===== src/jtcw_pkg.sv =====
// shared constants and command type for the json token child walker
`default_nettype none

package jtcw_pkg;

  // opcodes carried on the slave tuser
  localparam logic [2:0] OP_LOAD      = 3'd0;
  localparam logic [2:0] OP_ARR_COUNT = 3'd1;
  localparam logic [2:0] OP_ARR_NTH   = 3'd2;
  localparam logic [2:0] OP_OBJ_COUNT = 3'd3;
  localparam logic [2:0] OP_OBJ_KEY   = 3'd4;
  localparam logic [2:0] OP_OBJ_VALUE = 3'd5;

  // field widths
  localparam int OP_W     = 3;
  localparam int SLOT_W   = 7;
  localparam int SPAN_W   = 16;
  localparam int NTH_W    = 7;
  localparam int ANSWER_W = 9;
  localparam int COUNT_W  = 8;

  // stream data widths, padded to whole bytes
  localparam int S_TDATA_W = 48;
  localparam int M_TDATA_W = 16;

  // config port
  localparam int PADDR_W = 3;
  localparam int PDATA_W = 32;

  // answer for a missing child
  localparam logic [ANSWER_W-1:0] ANSWER_MISS = 9'h1FF;

  // decoded command passed from front to back
  typedef struct packed {
    logic                is_load;
    logic                is_obj;
    logic                want_nth;
    logic                val_off;
    logic [SLOT_W-1:0]   slot;
    logic [SPAN_W-1:0]   span_start;
    logic [SPAN_W-1:0]   span_end;
    logic [NTH_W-1:0]    nth;
  } cmd_t;

endpackage

`default_nettype wire


===== src/jtcw_front.sv =====
// front end: takes input transfers, decodes the opcode, queues commands
`default_nettype none

module jtcw_front (
  input  wire logic                           clk_i,
  input  wire logic                           rst_ni,
  input  wire logic                           s_axis_tvalid,
  output logic                                s_axis_tready,
  // tdata: token_slot[6:0], span_start[22:7], span_end[38:23],
  //        element_number[45:39], zero[47:46]
  input  wire logic [jtcw_pkg::S_TDATA_W-1:0] s_axis_tdata,
  // tuser: opcode[2:0]
  input  wire logic [jtcw_pkg::OP_W-1:0]      s_axis_tuser,
  output jtcw_pkg::cmd_t                      cmd_o,
  output logic                                cmd_valid_o,
  input  wire logic                           cmd_ready_i
);
  import jtcw_pkg::*;

  localparam int DEPTH = 2;

  cmd_t             cmd_in;
  logic             keep;
  logic             push, pop;
  cmd_t             q_mem [DEPTH];
  logic             wr_ptr_q, wr_ptr_d;
  logic             rd_ptr_q, rd_ptr_d;
  logic [1:0]       fill_q, fill_d;

  // unpack payload and classify the opcode
  always_comb begin
    cmd_in            = '0;
    cmd_in.slot       = s_axis_tdata[6:0];
    cmd_in.span_start = s_axis_tdata[22:7];
    cmd_in.span_end   = s_axis_tdata[38:23];
    cmd_in.nth        = s_axis_tdata[45:39];
    keep              = 1'b1;
    unique case (s_axis_tuser)
      OP_LOAD: begin
        cmd_in.is_load = 1'b1;
      end
      OP_ARR_COUNT: begin
      end
      OP_ARR_NTH: begin
        cmd_in.want_nth = 1'b1;
      end
      OP_OBJ_COUNT: begin
        cmd_in.is_obj = 1'b1;
      end
      OP_OBJ_KEY: begin
        cmd_in.is_obj   = 1'b1;
        cmd_in.want_nth = 1'b1;
      end
      OP_OBJ_VALUE: begin
        cmd_in.is_obj   = 1'b1;
        cmd_in.want_nth = 1'b1;
        cmd_in.val_off  = 1'b1;
      end
      default: begin
        keep = 1'b0;
      end
    endcase
  end

  // queue handshake
  assign s_axis_tready = (fill_q != 2'(DEPTH));
  assign push          = s_axis_tvalid && s_axis_tready && keep;
  assign cmd_valid_o   = (fill_q != 2'd0);
  assign pop           = cmd_valid_o && cmd_ready_i;
  assign cmd_o         = q_mem[rd_ptr_q];

  // pointer and fill update
  always_comb begin
    wr_ptr_d = push ? ~wr_ptr_q : wr_ptr_q;
    rd_ptr_d = pop ? ~rd_ptr_q : rd_ptr_q;
    fill_d   = fill_q;
    if (push && !pop) begin
      fill_d = fill_q + 2'd1;
    end else if (pop && !push) begin
      fill_d = fill_q - 2'd1;
    end
  end

  always_ff @(posedge clk_i or negedge rst_ni) begin
    if (!rst_ni) begin
      wr_ptr_q <= 1'b0;
      rd_ptr_q <= 1'b0;
      fill_q   <= 2'd0;
    end else begin
      wr_ptr_q <= wr_ptr_d;
      rd_ptr_q <= rd_ptr_d;
      fill_q   <= fill_d;
    end
  end

  // queue storage
  always_ff @(posedge clk_i) begin
    if (push) begin
      q_mem[wr_ptr_q] <= cmd_in;
    end
  end

endmodule

`default_nettype wire


===== config.mk =====
export PLATFORM = sky130hd
export DESIGN_NAME = jtcw_front
export DESIGN_NICKNAME = d
export VERILOG_FILES = /design/src/jtcw_pkg.sv /design/src/jtcw_front.sv
export SDC_FILE = /design/constraint.sdc
export NUM_CORES = 1
export LEC_CHECK = 0
export BUFFER_PORTS_ARGS = -buffer_cell sky130_fd_sc_hd__buf_2
export CAP_MARGIN = 10
export CORE_MARGIN = 3
export CORE_UTILIZATION = 52
export CTS_CLUSTER_DIAMETER = 80
export DETAILED_ROUTE_END_ITERATION = 7
export MAX_ROUTING_LAYER = met4
export PLACE_DENSITY_LB_ADDON = 0.25
export SETUP_SLACK_MARGIN = 0.1
export SLEW_MARGIN = 20
export SYNTH_ARGS = -nofsm -noshare
export SYNTH_HDL_FRONTEND = slang
export SYNTH_SLANG_ARGS = --single-unit
export TNS_END_PERCENT = 30

===== constraint.sdc =====
create_clock -name clk_i -period 4 [get_ports clk_i]
set_input_delay 0.6 -clock clk_i [delete_from_list [all_inputs] [get_ports clk_i]]
set_output_delay 0.6 -clock clk_i [all_outputs]
set_load 0.02 [all_outputs]

* Word level (Yosys, flattened, before mapping) *
Memories as Yosys holds them, arrays and structs flattened.
Cells that the tools add are included.

word-level totals
  output and inout bits = 52
  register bits = 4
  memory bits (writable) = 100
  memories = 1
  logic and storage cells = 36

cells by class
  add/subtract/negate cells = 2
  equality and inequality tests = 6
  reductions and logical operators = 13
  mux-type cells = 9
  bitwise gates (word level) = 2

memories
  memory  depth  bits a word  rd ports  clocked after memory_dff  wr ports  RTL line          source
  q_mem   2      50           1         0                         1         jtcw_front.sv:25  cmd_t q_mem [DEPTH];

operators with widths
  operator                                                                number
  1-bit two-way mux                                                       7
  3-bit by 2-bit equality test with 1-bit output (second input constant)  2
  3-bit equality test (second input constant)                             2
  3-bit OR reduction                                                      2
  6-bit OR reduction                                                      1
  1-bit logical AND                                                       5
  2-bit two-way mux                                                       2
  2-bit nonzero test                                                      2
  3-bit by 1-bit equality test with 1-bit output (second input constant)  1
  3-bit zero test                                                         1
  2-bit by 1-bit adder with 2-bit output (second input constant)          1
  1-bit zero test                                                         2
  2-bit != test (second input constant)                                   1
  1-bit NOT                                                               2
  2-bit by 1-bit subtractor with 2-bit output (second input constant)     1

* Logic depth before layout (Yosys ltp) *
  word-level depth = 8
  mapped depth = 7
  mapped depth without buffers = 7

* Least setup slack after synthesis *
OpenSTA, ideal clock, no wires.

  path type = reg2reg
  from = register fill_q[0]
  to = memory q_mem[0][0] (netlist name) (enable)
  data arrival time = 2.907 ns
  clock period less this slack = 3.364 ns
  setup time = 0.458 ns
  cell stages (with the launch flop) = 4
  slack = 0.636 ns
  required time = 3.542 ns
  buffers on the path = 0
  path through = dfrtp_1 nand2b_1 nand3_2 nor2_1

between the ends
  word-level cells in the longest chain between the ends = 5

ends and longest elaborated chain
  item                                     RTL line          source
  from (decl)                              jtcw_front.sv:28  logic [1:0] fill_q, fill_d;
  from (signal assigned)                   jtcw_front.sv:92  fill_q <= fill_d;
  2-bit != test                            jtcw_front.sv:66  assign s_axis_tready = (fill_q != 2'(DEPTH));
  net s_axis_tready                        jtcw_front.sv:8   output logic s_axis_tready,
  1-bit logical AND (2 in series)          jtcw_front.sv:67  assign push = s_axis_tvalid && s_axis_tready && keep;
  1-bit two-way mux                        jtcw_front.sv:98  if (push) begin
  1-bit two-way mux (implied by the code)  jtcw_front.sv:99  q_mem[wr_ptr_q] <= cmd_in;
  to (decl)                                jtcw_front.sv:25

The timed path passes the listed nets, and every way through them passes these cells.

==> reports/metrics.cfg <==
[placed_design]
pre_cts_ws_ns=1.59
placed_area_um2=4680
port_buffers=104
dpl.hpwl_um=4240
gp_congestion=0.691

[route]
dr.pass1.iters=4
wire_per_inst_um=15.6
vias=1916
drtAntennaViolNets=0
drtIter0Drc=36
routed_wl_um=6240
drc=0
drt-vias-per-instance=4.79

[finish]
layout_common_cells=buf_2 (104), edfxtp_1 (100), mux2_4 (49), clkbuf_8 (9), buf_4 (4)
drive_gt1_share_pct=59.1
final_cell_area_um2=4930
final_common_cell=buf_2
fin_nets=352
antenna_cells=0
area_delta_synth_final_pct=20.1

[sta]
max_clock_freq_mhz=385
clock_skew_ns=0.00686
period_share_pct=65.0
setup_viol=0
final_max_slew_viol_count=0
final.min_clock_period_ns=2.60
relSlewSlack_pct=38.7
tightest_slew_ns=0.920
setup_slack_ns=1.40
fin_tns_setup_ns=0
grt_setup_unrepaired=false
whs_ns=0.0424
hold_violations=0

[yosys]
syn_nets=239
netlist_area_um2=4100
synthXorXnorAreaFrac_pct=1.07
synth.top_cell.area_share_pct=73.2
synthSimpleGateAreaFrac_pct=1.53
ys.warnings.count=0
ys_seq_elements=104
synth_top_family_by_area=multiplexers
synth-adder-area-share_pct=0.305
synth-compound-area-share_pct=0.244
synth_seq_area_share_pct=75.7
synthTopCellsByArea=edfxtp_1 (73%), mux2_4 (18%), buf_12 (2.4%)
synth_mux_area_share_pct=18.2
synth_cell_types=17
yosysTopAreaCell=edfxtp_1
synth_cells=183
syn_area_per_cell_um2=22.4

[run_status]
status=complete, no violations

[global_route]
grt_use_total_pct=14.9
grt_pass1_wl_um=9720
grt_overflow_total=0
grt_pass1_vias=2022
grt_start_max_net_pins=52
antenna_found_initial=0

[cts]
clock_latency_ns=0.35
cts_tree=done
cts.htree.levels=3
cts_setup_buffers=0
cts_hold_buf=0
clkSinkCount=104
cts.clk_slew.worst_paths_ns=0.09
cts_buffer_depth=2
cts-resized-gates=0
ctsRootBufferMaster=clkbuf_8
cts_made_buffers=9

[hold_path]
hp-class=input port to async pin

[pwr]
p_per_area_nw_per_um2=713
vdd_ir_drop_max_v=0.000498
total_power_mw=3.51
p_leak_nw=1.99

[floorplan]
dieArea_um2=8990
initial_core_util_pct=55.1
design.core.area_um2=7450
die_x_um=94.8
io_pins=107
die_h_um=94.8
core.rowCount=31

[setup_path]
crit_arrival_ns=2.00
required_ns=3.40
crit_type=register to output port
start_kind=register
cp-end-kind=output port
crit_fanout=51

[flow_run]
cap_violations=0

-- metrics by stage --
step           std cells  util (%)
6_report             400      66.1
5_1_grt              400      66.1
4_1_cts              400      66.1
3_5_place_dp         384      62.9
3_3_place_gp         384      62.9
2_1_floorplan        183         -
-- flip-flops by register name (all words and copies together), names as in the netlist --
name / cells
fill_q: 2
wr_ptr_q: 1
rd_ptr_q: 1
q_mem: 100
-- routing by layer --
metal  GRT usage [%]  routed length (um)
met2            25.1                3280
met3            3.43                 344
met5               -                   0
met4            6.49                 108
met1            17.2                2500
-- synth_stat cells, drive strengths merged --
master,n
edfxtp,100
mux2,50
buf,6
dfrtp,4
nor2,4
inv,3
nand2b,3
xnor2,3
nand2,2
o21ai,2
xor2,2
ha,1
nand3,1
nor3,1
or2,1
-- worst max-delay path, cell delays in order, from the launching register on --
cell     delay (ns)
dfrtp_4        1.05
mux2_2         0.43
buf_2          0.16
-- cell families (layout without fill, tap and decap cells) --
kind of cell             after synthesis  after routing
AO/OA/AOI/OAI                          2              2
XOR/XNOR                               5              5
adder cells (fa/ha/maj)                1              1
buffers and inverters                  9            127
flip-flops                           104            104
multiplexers                          50             50
AND/OR/NAND/NOR                       12             12
-- worst paths after layout --
check | from | end | slack, ns | cells past startpoint
setup / recovery | rd_ptr_q$_DFFE_PN0P_ | cmd_o[47] | 1.40 | 2
hold / removal | rst_ni | fill_q[1]$_DFFE_PN0P_ | 0.04 | 1
setup reg to reg | fill_q[0]$_DFFE_PN0P_ | q_mem[0][15]$_DFFE_PP_ | 1.84 | 4
hold reg to reg | fill_q[1]$_DFFE_PN0P_ | fill_q[1]$_DFFE_PN0P_ | 0.50 | 1
max in group asynchronous | rst_ni | rd_ptr_q$_DFFE_PN0P_ | 3.81 | 1
min in group clk_i | s_axis_tdata[5] | q_mem[1][44]$_DFFE_PP_ | 0.43 | 1
-- power breakdown --
group          total [mW]  switching, mW  internal (mW)
sequential           1.62          0.193           1.43
clock               0.752          0.336          0.416
combinational        1.14          0.565          0.574
-- area by class of cell --
type	count	area (um2)
Clock inverter	7	119
Timing Repair Buffer	108	551
Clock buffer	9	124
Inverter	3	11.3
Multi-Input combinational cell	70	891
Sequential cell	104	3110
Fill cell	551	2520
Tap cell	99	124
No activity file was read; power rests on OpenSTA's default activity.
