File: config.mk
export PLATFORM = sky130hd
export DESIGN_NAME = jtcw_back
export DESIGN_NICKNAME = d
export VERILOG_FILES = /design/src/jtcw_pkg.sv /design/src/jtcw_back.sv
export SDC_FILE = /design/constraint.sdc
export NUM_CORES = 2
export LEC_CHECK = 0
export ABC_AREA = 1
export BUFFER_PORTS_ARGS = -buffer_cell sky130_fd_sc_hd__buf_2
export CAP_MARGIN = 20
export CELL_PAD_IN_SITES_DETAIL_PLACEMENT = 1
export CELL_PAD_IN_SITES_GLOBAL_PLACEMENT = 1
export CORE_MARGIN = 2
export CORE_UTILIZATION = 43
export CTS_BUF_LIST = sky130_fd_sc_hd__clkbuf_4 sky130_fd_sc_hd__clkbuf_8
export CTS_CLUSTER_DIAMETER = 50
export CTS_CLUSTER_SIZE = 20
export DETAILED_ROUTE_END_ITERATION = 7
export HOLD_SLACK_MARGIN = 0.15
export PLACE_DENSITY_LB_ADDON = 0.1
export SYNTH_ARGS = -nofsm -noshare
export SYNTH_HDL_FRONTEND = slang
export SYNTH_SLANG_ARGS = --single-unit
File: constraint.sdc
create_clock -name clk_i -period 4.8 [get_ports clk_i]
set_input_delay 0.48 -clock clk_i [delete_from_list [all_inputs] [get_ports clk_i]]
set_output_delay 0.48 -clock clk_i [all_outputs]
set_load 0.1 [all_outputs]
File: src/jtcw_pkg.sv
// shared constants and command type for the json token child walker
`default_nettype none

package jtcw_pkg;

  // opcodes carried on the slave tuser
  localparam logic [2:0] OP_LOAD      = 3'd0;
  localparam logic [2:0] OP_ARR_COUNT = 3'd1;
  localparam logic [2:0] OP_ARR_NTH   = 3'd2;
  localparam logic [2:0] OP_OBJ_COUNT = 3'd3;
  localparam logic [2:0] OP_OBJ_KEY   = 3'd4;
  localparam logic [2:0] OP_OBJ_VALUE = 3'd5;

  // field widths
  localparam int OP_W     = 3;
  localparam int SLOT_W   = 7;
  localparam int SPAN_W   = 16;
  localparam int NTH_W    = 7;
  localparam int ANSWER_W = 9;
  localparam int COUNT_W  = 8;

  // stream data widths, padded to whole bytes
  localparam int S_TDATA_W = 48;
  localparam int M_TDATA_W = 16;

  // config port
  localparam int PADDR_W = 3;
  localparam int PDATA_W = 32;

  // answer for a missing child
  localparam logic [ANSWER_W-1:0] ANSWER_MISS = 9'h1FF;

  // decoded command passed from front to back
  typedef struct packed {
    logic                is_load;
    logic                is_obj;
    logic                want_nth;
    logic                val_off;
    logic [SLOT_W-1:0]   slot;
    logic [SPAN_W-1:0]   span_start;
    logic [SPAN_W-1:0]   span_end;
    logic [NTH_W-1:0]    nth;
  } cmd_t;

endpackage

`default_nettype wire

File: src/jtcw_back.sv
// back end: span tables, child walk sequencer and output register
`default_nettype none

module jtcw_back #(
  parameter int TOKENS = 128
) (
  input  wire logic                           clk_i,
  input  wire logic                           rst_ni,
  input  jtcw_pkg::cmd_t                      cmd_i,
  input  wire logic                           cmd_valid_i,
  output logic                                cmd_ready_o,
  input  wire logic [jtcw_pkg::COUNT_W-1:0]   token_count_i,
  output logic                                m_axis_tvalid,
  input  wire logic                           m_axis_tready,
  // tdata: answer[8:0], zero[15:9]
  output logic [jtcw_pkg::M_TDATA_W-1:0]      m_axis_tdata
);
  import jtcw_pkg::*;

  localparam int AW = (TOKENS > 1) ? $clog2(TOKENS) : 1;
  localparam int NW = ($clog2(TOKENS + 1) > COUNT_W) ? $clog2(TOKENS + 1) : COUNT_W;

  localparam logic [1:0] ST_IDLE   = 2'd0;
  localparam logic [1:0] ST_PARENT = 2'd1;
  localparam logic [1:0] ST_WALK   = 2'd2;
  localparam logic [1:0] ST_DONE   = 2'd3;

  logic [SPAN_W-1:0]   start_mem [TOKENS];
  logic [SPAN_W-1:0]   end_mem   [TOKENS];
  logic [SPAN_W-1:0]   rd_start_q, rd_end_q;

  logic [1:0]          state_q, state_d;
  logic [NW-1:0]       cur_q, cur_d;
  logic [NW-1:0]       found_q, found_d;
  logic [SPAN_W-1:0]   limit_q, limit_d;
  logic [SPAN_W-1:0]   pend_q, pend_d;
  logic [ANSWER_W-1:0] ans_q, ans_d;
  logic                is_obj_q, is_obj_d;
  logic                want_nth_q, want_nth_d;
  logic                val_off_q, val_off_d;
  logic [NTH_W-1:0]    nth_q, nth_d;
  logic                out_valid_q, out_valid_d;
  logic [ANSWER_W-1:0] out_data_q, out_data_d;

  logic [NW-1:0]       tc_ext, live_n, parent_ext;
  logic [NW:0]         cur_inc;
  logic [NW-1:0]       rd_idx, rd_end_idx;
  logic                wr_en, out_free;
  logic [ANSWER_W-1:0] miss_ans;

  // live token count, capped at the table depth
  assign tc_ext     = NW'(token_count_i);
  assign live_n     = (tc_ext > NW'(TOKENS)) ? NW'(TOKENS) : tc_ext;
  assign parent_ext = NW'(cmd_i.slot);
  assign cur_inc    = {1'b0, cur_q} + (NW + 1)'(1);

  assign cmd_ready_o = (state_q == ST_IDLE);
  assign out_free    = !out_valid_q || m_axis_tready;
  assign wr_en       = cmd_valid_i && cmd_ready_o && cmd_i.is_load &&
                       (parent_ext < NW'(TOKENS));
  assign miss_ans    = want_nth_q ? ANSWER_MISS : ANSWER_W'(found_q);

  // table read addresses: parent first, then one walk position per cycle
  always_comb begin
    unique case (state_q)
      ST_IDLE:   rd_idx = parent_ext;
      ST_PARENT: rd_idx = cur_q;
      default:   rd_idx = NW'(cur_inc);
    endcase
    rd_end_idx = (state_q != ST_IDLE && is_obj_q) ? rd_idx + NW'(1) : rd_idx;
  end

  // span tables, one write and one registered read each
  always_ff @(posedge clk_i) begin
    if (wr_en) begin
      start_mem[AW'(cmd_i.slot)] <= cmd_i.span_start;
      end_mem[AW'(cmd_i.slot)]   <= cmd_i.span_end;
    end
    rd_start_q <= start_mem[AW'(rd_idx)];
    rd_end_q   <= end_mem[AW'(rd_end_idx)];
  end

  // walk sequencer
  always_comb begin
    state_d     = state_q;
    cur_d       = cur_q;
    found_d     = found_q;
    limit_d     = limit_q;
    pend_d      = pend_q;
    ans_d       = ans_q;
    is_obj_d    = is_obj_q;
    want_nth_d  = want_nth_q;
    val_off_d   = val_off_q;
    nth_d       = nth_q;
    out_valid_d = out_valid_q && !m_axis_tready;
    out_data_d  = out_data_q;
    unique case (state_q)
      ST_IDLE: begin
        if (cmd_valid_i && !cmd_i.is_load) begin
          is_obj_d   = cmd_i.is_obj;
          want_nth_d = cmd_i.want_nth;
          val_off_d  = cmd_i.val_off;
          nth_d      = cmd_i.nth;
          cur_d      = parent_ext + NW'(1);
          found_d    = '0;
          if (parent_ext >= live_n) begin
            ans_d   = cmd_i.want_nth ? ANSWER_MISS : '0;
            state_d = ST_DONE;
          end else begin
            state_d = ST_PARENT;
          end
        end
      end
      ST_PARENT: begin
        limit_d = rd_start_q;
        pend_d  = rd_end_q;
        state_d = ST_WALK;
      end
      ST_WALK: begin
        if (cur_q >= live_n || rd_start_q > pend_q) begin
          ans_d   = miss_ans;
          state_d = ST_DONE;
        end else if (rd_start_q <= limit_q) begin
          cur_d = NW'(cur_inc);
        end else if (is_obj_q && cur_inc >= {1'b0, live_n}) begin
          // trailing key with no value inside the count
          ans_d   = miss_ans;
          state_d = ST_DONE;
        end else begin
          limit_d = rd_end_q;
          if (want_nth_q && found_q == NW'(nth_q)) begin
            ans_d   = val_off_q ? ANSWER_W'(cur_inc) : ANSWER_W'(cur_q);
            state_d = ST_DONE;
          end else begin
            found_d = found_q + NW'(1);
            cur_d   = NW'(cur_inc);
          end
        end
      end
      ST_DONE: begin
        if (out_free) begin
          out_valid_d = 1'b1;
          out_data_d  = ans_q;
          state_d     = ST_IDLE;
        end
      end
      default: begin
        state_d = ST_IDLE;
      end
    endcase
  end

  // control state
  always_ff @(posedge clk_i or negedge rst_ni) begin
    if (!rst_ni) begin
      state_q     <= ST_IDLE;
      out_valid_q <= 1'b0;
    end else begin
      state_q     <= state_d;
      out_valid_q <= out_valid_d;
    end
  end

  // walk payload
  always_ff @(posedge clk_i) begin
    cur_q      <= cur_d;
    found_q    <= found_d;
    limit_q    <= limit_d;
    pend_q     <= pend_d;
    ans_q      <= ans_d;
    is_obj_q   <= is_obj_d;
    want_nth_q <= want_nth_d;
    val_off_q  <= val_off_d;
    nth_q      <= nth_d;
    out_data_q <= out_data_d;
  end

  assign m_axis_tvalid = out_valid_q;
  assign m_axis_tdata  = M_TDATA_W'(out_data_q);

endmodule

`default_nettype wire

# Word-level counts from Yosys, hierarchy flattened

Memory sizes are Yosys's and may differ from the RTL's. A register that Yosys moved wholly into a read port is not among the register bits.
Cells that the tools add are included.

Word-level logic and storage cells: 105
Bits of input ports: 62
Bits in writable memories: 4,096
Memories kept: 2
Register bits: 79
Output and inout bits: 18

Memory list:

| name      | words | bits a word | rd ports | clocked after Yosys merged registers in | write ports | RTL line        | source |
|---|---|---|---|---|---|---|---|
| end_mem   | 128   | 16          | 1        | 1                                       | 1           | jtcw_back.sv:29 | `logic [SPAN_W-1:0] end_mem [TOKENS];` |
| start_mem | 128   | 16          | 1        | 1                                       | 1           | jtcw_back.sv:28 | `logic [SPAN_W-1:0] start_mem [TOKENS];` |

Magnitude comparators: 7
Add/subtract/negate cells: 4
Mux-type cells: 41
Eq/ne operators: 15
Reduce and logical (&&, ||, !) cells: 24

Operators with widths:

| kind                | count |
|---|---|
| $mux 8              | 11 |
| $mux 9              | 9 |
| $mux 16             | 3 |
| $pmux 16 s2         | 1 |
| $pmux 8 s2          | 2 |
| $pmux 9 s2          | 1 |
| $gt 16x16->1        | 1 |
| $le 16x16->1        | 1 |
| $mux 2              | 7 |
| $pmux 7 s2          | 1 |
| $ne 2x2->1 const B  | 5 |
| $reduce_and 5->1    | 2 |
| $add 8x1->9 const B | 1 |
| $ge 9x8->1          | 1 |
| $ne 3x3->1 const B  | 3 |
| $add 7x1->8 const B | 1 |
| $add 8x1->8 const B | 1 |
| $eq 8x7->1          | 1 |
| $ge 7x8->1          | 1 |
| $ge 8x8->1          | 1 |
| $gt 8x8->1 const B  | 1 |
| $logic_and 1x1->1   | 8 |
| $lt 7x8->1 const B  | 1 |
| $pmux 2 s4          | 1 |
| other kinds (14)    | 26 |

# Depth between registers and ports, before layout

Depth after elaboration: 8
Gate-level depth with buffers: 23
Depth with buffers taken out: 21

# Worst setup path after synthesis

No wires, ideal clock.

Path kind: flip-flop to flip-flop
Start point: reg state_q[0]
End point: mem end_mem[127][0], enable pin
Buffers on the path: 1
Required time: 4.298 ns
Cell stages (with the launch flop): 6
Setup slack: -0.583 ns
Arrival time: 4.881 ns
Setup time: 0.502 ns
Path through: dfrtp_1 > inv_1 > ha_1 > inv_2 > buf_2 > nor4_1

Word-level cells in the longest chain between the ends: 6

RTL lines:

| element                         | RTL line         | source |
|---|---|---|
| from (decl)                     | jtcw_back.sv:32  | `logic [1:0] state_q, state_d;` |
| from (signal assigned)          | jtcw_back.sv:159 | `state_q <= state_d;` |
| $logic_not 2->1                 | jtcw_back.sv:57  | `assign cmd_ready_o = (state_q == ST_IDLE);` |
| named net cmd_ready_o           | jtcw_back.sv:11  | `output logic cmd_ready_o,` |
| $logic_and 1x1->1 (3 in series) | jtcw_back.sv:59  | `assign wr_en = cmd_valid_i && cmd_ready_o && cmd_i.is_load &&` |
| $mux 1                          | jtcw_back.sv:75  | `if (wr_en) begin` |
| $mux 1 (not written as such)    | jtcw_back.sv:77  | `end_mem[AW'(cmd_i.slot)] <= cmd_i.span_end;` |
| to (decl)                       | jtcw_back.sv:29  |  |

The timed path passes the listed nets, and every way through them passes these cells.

# Worst setup path after layout

Start point: reg state_q[0]
End point: reg rd_end_q[3], read port of end_mem

Word-level cells in the longest chain between the ends: 4
Elaborated cells between the ends (all ways): 7
Classes of those cells: add/sub (1); eq/ne (1); mux (2); reduce/logical (3)

RTL lines:

| element                                       | RTL line        | source |
|---|---|---|
| $eq 2x1->1 or $logic_not 2->1 (tied branches) | jtcw_back.sv:65 | `unique case (state_q)` |
| $pmux 7 s2                                    | jtcw_back.sv:65 |  |
| $add 7x1->7                                   | jtcw_back.sv:70 | `rd_end_idx = (state_q != ST_IDLE && is_obj_q) ? rd_idx + NW'(1) : rd_idx;` |
| $mux 7 (*)                                    | jtcw_back.sv:70 |  |
| to (decl)                                     | jtcw_back.sv:30 | `logic [SPAN_W-1:0] rd_start_q, rd_end_q;` |

Every way passes the cells marked *; elsewhere a longest branch is shown, timed or not.
A chain may end at the register's enable or synchronous reset.

==> impl_metrics.ini <==
[clock_tree]
root_buffer = clkbuf_8
insertion_delay_ns = 1.23
htree_levels = 5
numCtsBuffers = 483
clk_pin_slew_ns = 0.09
cts_sinks = 4207
cts_buffer_depth = 4
cts_tree = built

[floorplanning]
die_h_microns = 637
start_util = 0.431
dieArea_sq_um = 405000
num_io_pins = 80
fp.dieW_microns = 637
core_area_sq_um = 399000
num_rows = 232

[logic_synthesis]
yosysUniqueCellTypes = 48
synth_area_sq_um = 172000
yosysWarnings = 0
post_synth.cell_area_avg_sq_um = 12.4
synthCells = 13900
seq_area_frac_synth = 0.732
ys_ff_latch = 4207

[worst_setup_path]
cp_cell_sequence = inv_1, ha_1, nand2_1, nand2_1, inv_1, nand2_8, ha_1, nand2_1, nand2_4, buf_12, nand3_1, nand3_1, nand3_1, nand3_1, buf_4, nand3_1, nand3_1, buf_4, nand2_1
crit_top_cell = nand3_1
reg2regPathDepth = 19
path_max_fanout = 45
crit_arrival_ns = 5.78
cp-start-kind = flop
worst-path-buf-inv = 5
crit_path_end_kind = flop
crit_type = reg2reg
critPathSlowestCell = nand2_4
cpLargestDelayFamily = simple AND/OR/NAND/NOR gates
cp_data_required_time_ns = 5.86
worstSetupPathDepth = 19
crit_path_max_incr_delay_ns = 0.53

[global_routing]
grt_pass1_wl_microns = 880000
grt_usage = 0.297
gr-total-overflow = 0
grt_max_degree = 183
antenna_found_initial = 39
grt_pass1_vias = 122000

[layout]
syn_to_final_growth_pct = 12.7
layout-drive-gt1-share = 0.129
stdcell_count = 19800
layout.nets = 14200

[sta]
rsz0062_at_grt = false
drv_slew = 0
finalCritPeriodShare = 0.983
period_needed_ns = 4.72
worst_pin_slew_ns = 1.22
skew_ns = 0.0832
setup_viol = 0
max_freq_ghz = 0.212
slew_headroom = 0.190
hold_viol = 0

[flow_run]
drv_cap = 0

[place]
hpwlAfterDp_microns = 354000
finalWeightedCongestion = 0.836
port_buffers = 72
dp.cells = 18800

[outcome]
outcome = finished, final reports clean

[route]
dr.pass1.iters = 6
via_per_inst = 6.01
wl_microns = 614000
wl_per_cell_microns = 31.0
antenna_left = 0
vias = 119000
drtIter0Drc = 13800
drcViolationCount = 0

[worst_hold_path]
holdPathStages = 2
hold_class = in2reg
[final timing paths]
check,start,to,slack [ns]
max,state_q[0]$_DFFE_PN0P_,rd_end_q[3]$_DFF_P_,0.08
min,cmd_i[28],start_mem[3][5]$_DFFE_PP_,0.26
max reg2reg,state_q[0]$_DFFE_PN0P_,rd_end_q[3]$_DFF_P_,0.08
min reg2reg,ans_q[2]$_DFFE_PP_,out_data_q[2]$_DFFE_PP_,0.43
max in group asynchronous,rst_ni,m_axis_tvalid$_DFF_PN0_,3.75
min in group asynchronous,rst_ni,state_q[1]$_DFFE_PN0P_,0.83
[cell type report]
class / instances / area, sq um
inverters: 352 / 1380
fillers: 40700 / 205000
flip-flops and latches: 4207 / 126000
clock buffers: 529 / 7060
clock inverters: 385 / 4090
repair buffers: 710 / 7550
multi-input cells: 8338 / 41200
well taps: 5265 / 6590
diodes: 14 / 35.0
[synthesized netlist by cell type (all sizes together)]
library cell,instances,area [sq um]
edfxtp,4172,125000
nand3,3745,18800
nand2,2695,10100
buf,700,3650
nor2,517,1950
o211ai,492,3730
o21ai,480,2400
inv,352,1320
clkbuf,302,1130
or2,154,963
a21oi,65,352
ha,63,788
o22ai,33,213
dfxtp,32,641
nor3,16,80.1
o21bai,11,86.3
xor2,11,104
a21o,9,67.6
a31oi,9,56.3
nand3b,7,52.6
nand4,6,37.5
a21boi,5,37.5
o21a,4,30.0
dfrtp,3,75.1
nor4,3,18.8
mux2,2,22.5
o2111ai,2,17.5
conb,1,3.75
o31ai,1,7.51
xnor2,1,16.3
[sequential cells by signal, indices dropped and copies added, names as in the netlist]
| signal | count |
|---|---|
| want_nth_q | 1 |
| is_obj_q | 1 |
| nth_q | 7 |
| cur_q | 8 |
| val_off_q | 1 |
| rd_end_q | 16 |
| state_q | 2 |
| rd_start_q | 16 |
| found_q | 8 |
| limit_q | 16 |
| m_axis_tvalid | 1 |
| start_mem | 2048 |
| end_mem | 2048 |
| pend_q | 16 |
| out_data_q | 9 |
| ans_q | 9 |
[routing by layer]
layer,vias up,wire length (microns),part of all wire,track usage
li1,51100,-,-,-
met4,8,21200,0.034,0.0960
met3,925,45600,0.074,0.0411
met2,4560,282000,0.46,0.470
met5,-,55,0.000090,0
met1,62500,266000,0.43,0.425
[metrics by stage]
| stage | utilization | instance area [sq um] | TNS (ns) | worst slack (ns) | hold slack [ns] |
|---|---|---|---|---|---|
| floorplan | - | 172000 | 0 | 0.226 | 0.184 |
| global placement | 0.456 | 182000 | -0.134 | -0.0753 | 0.301 |
| detailed placement | 0.456 | 182000 | -0.241 | -0.178 | 0.305 |
| CTS | 0.486 | 194000 | 0 | 0.0269 | 0.160 |
| global route | 0.486 | 194000 | 0 | 0.00244 | 0.212 |
| finish | 0.486 | 194000 | 0 | 0.0840 | 0.265 |
[timing repair]
item | CTS | global route
endpoints found under the setup margin | 2 | 8
endpoints found under the hold margin | 3022 | 0
gates resized for setup | 2 | 8
hold buffers | 74 | 0
buffers inserted | 0 | 0
[kinds of logic after synthesis]
| group | synth area share |
|---|---|
| other | 0.0000218 |
| buffers and inverters | 0.0355 |
| xor gates and xnor gates | 0.000698 |
| AOI/OAI and AO/OA | 0.0407 |
| muxes | 0.000131 |
| adders and majority gates | 0.00458 |
| DFF | 0.732 |
| and+or+nand+nor | 0.186 |
[cell usage in the layout, fill, tap and decap left out, types with 8 or more instances in the layout]
master | synthesis | final
dfxtp_1 | 32 | 32
clkbuf_4 | 0 | 36
nand3_1 | 3743 | 3730
o211ai_2 | 8 | 8
buf_4 | 53 | 409
dlygate4sd3_1 | 0 | 74
a21o_1 | 9 | 9
buf_2 | 532 | 40
o21ai_1 | 95 | 95
o22ai_1 | 32 | 32
o211ai_1 | 484 | 484
edfxtp_1 | 4172 | 4172
ha_1 | 63 | 62
inv_2 | 14 | 9
buf_12 | 0 | 164
clkinv_1 | 0 | 37
inv_8 | 0 | 41
clkinv_2 | 0 | 54
a21oi_1 | 62 | 61
o21bai_1 | 10 | 9
a31oi_1 | 9 | 9
or2_2 | 151 | 151
nor3_1 | 16 | 14
clkbuf_8 | 0 | 493
clkinvlp_4 | 0 | 68
nor2_1 | 514 | 381
nor2_4 | 1 | 131
diode_2 | 0 | 14
nand2_1 | 2691 | 2685
clkinv_4 | 0 | 55
inv_1 | 337 | 335
nand3_4 | 0 | 8
xor2_1 | 10 | 9
bufinv_16 | 0 | 50
buf_6 | 21 | 23
o21ai_0 | 385 | 385
inv_6 | 0 | 83
Power is not shown: default switching activity piles up to over one toggle a cycle in this logic, so the estimate is an artifact.
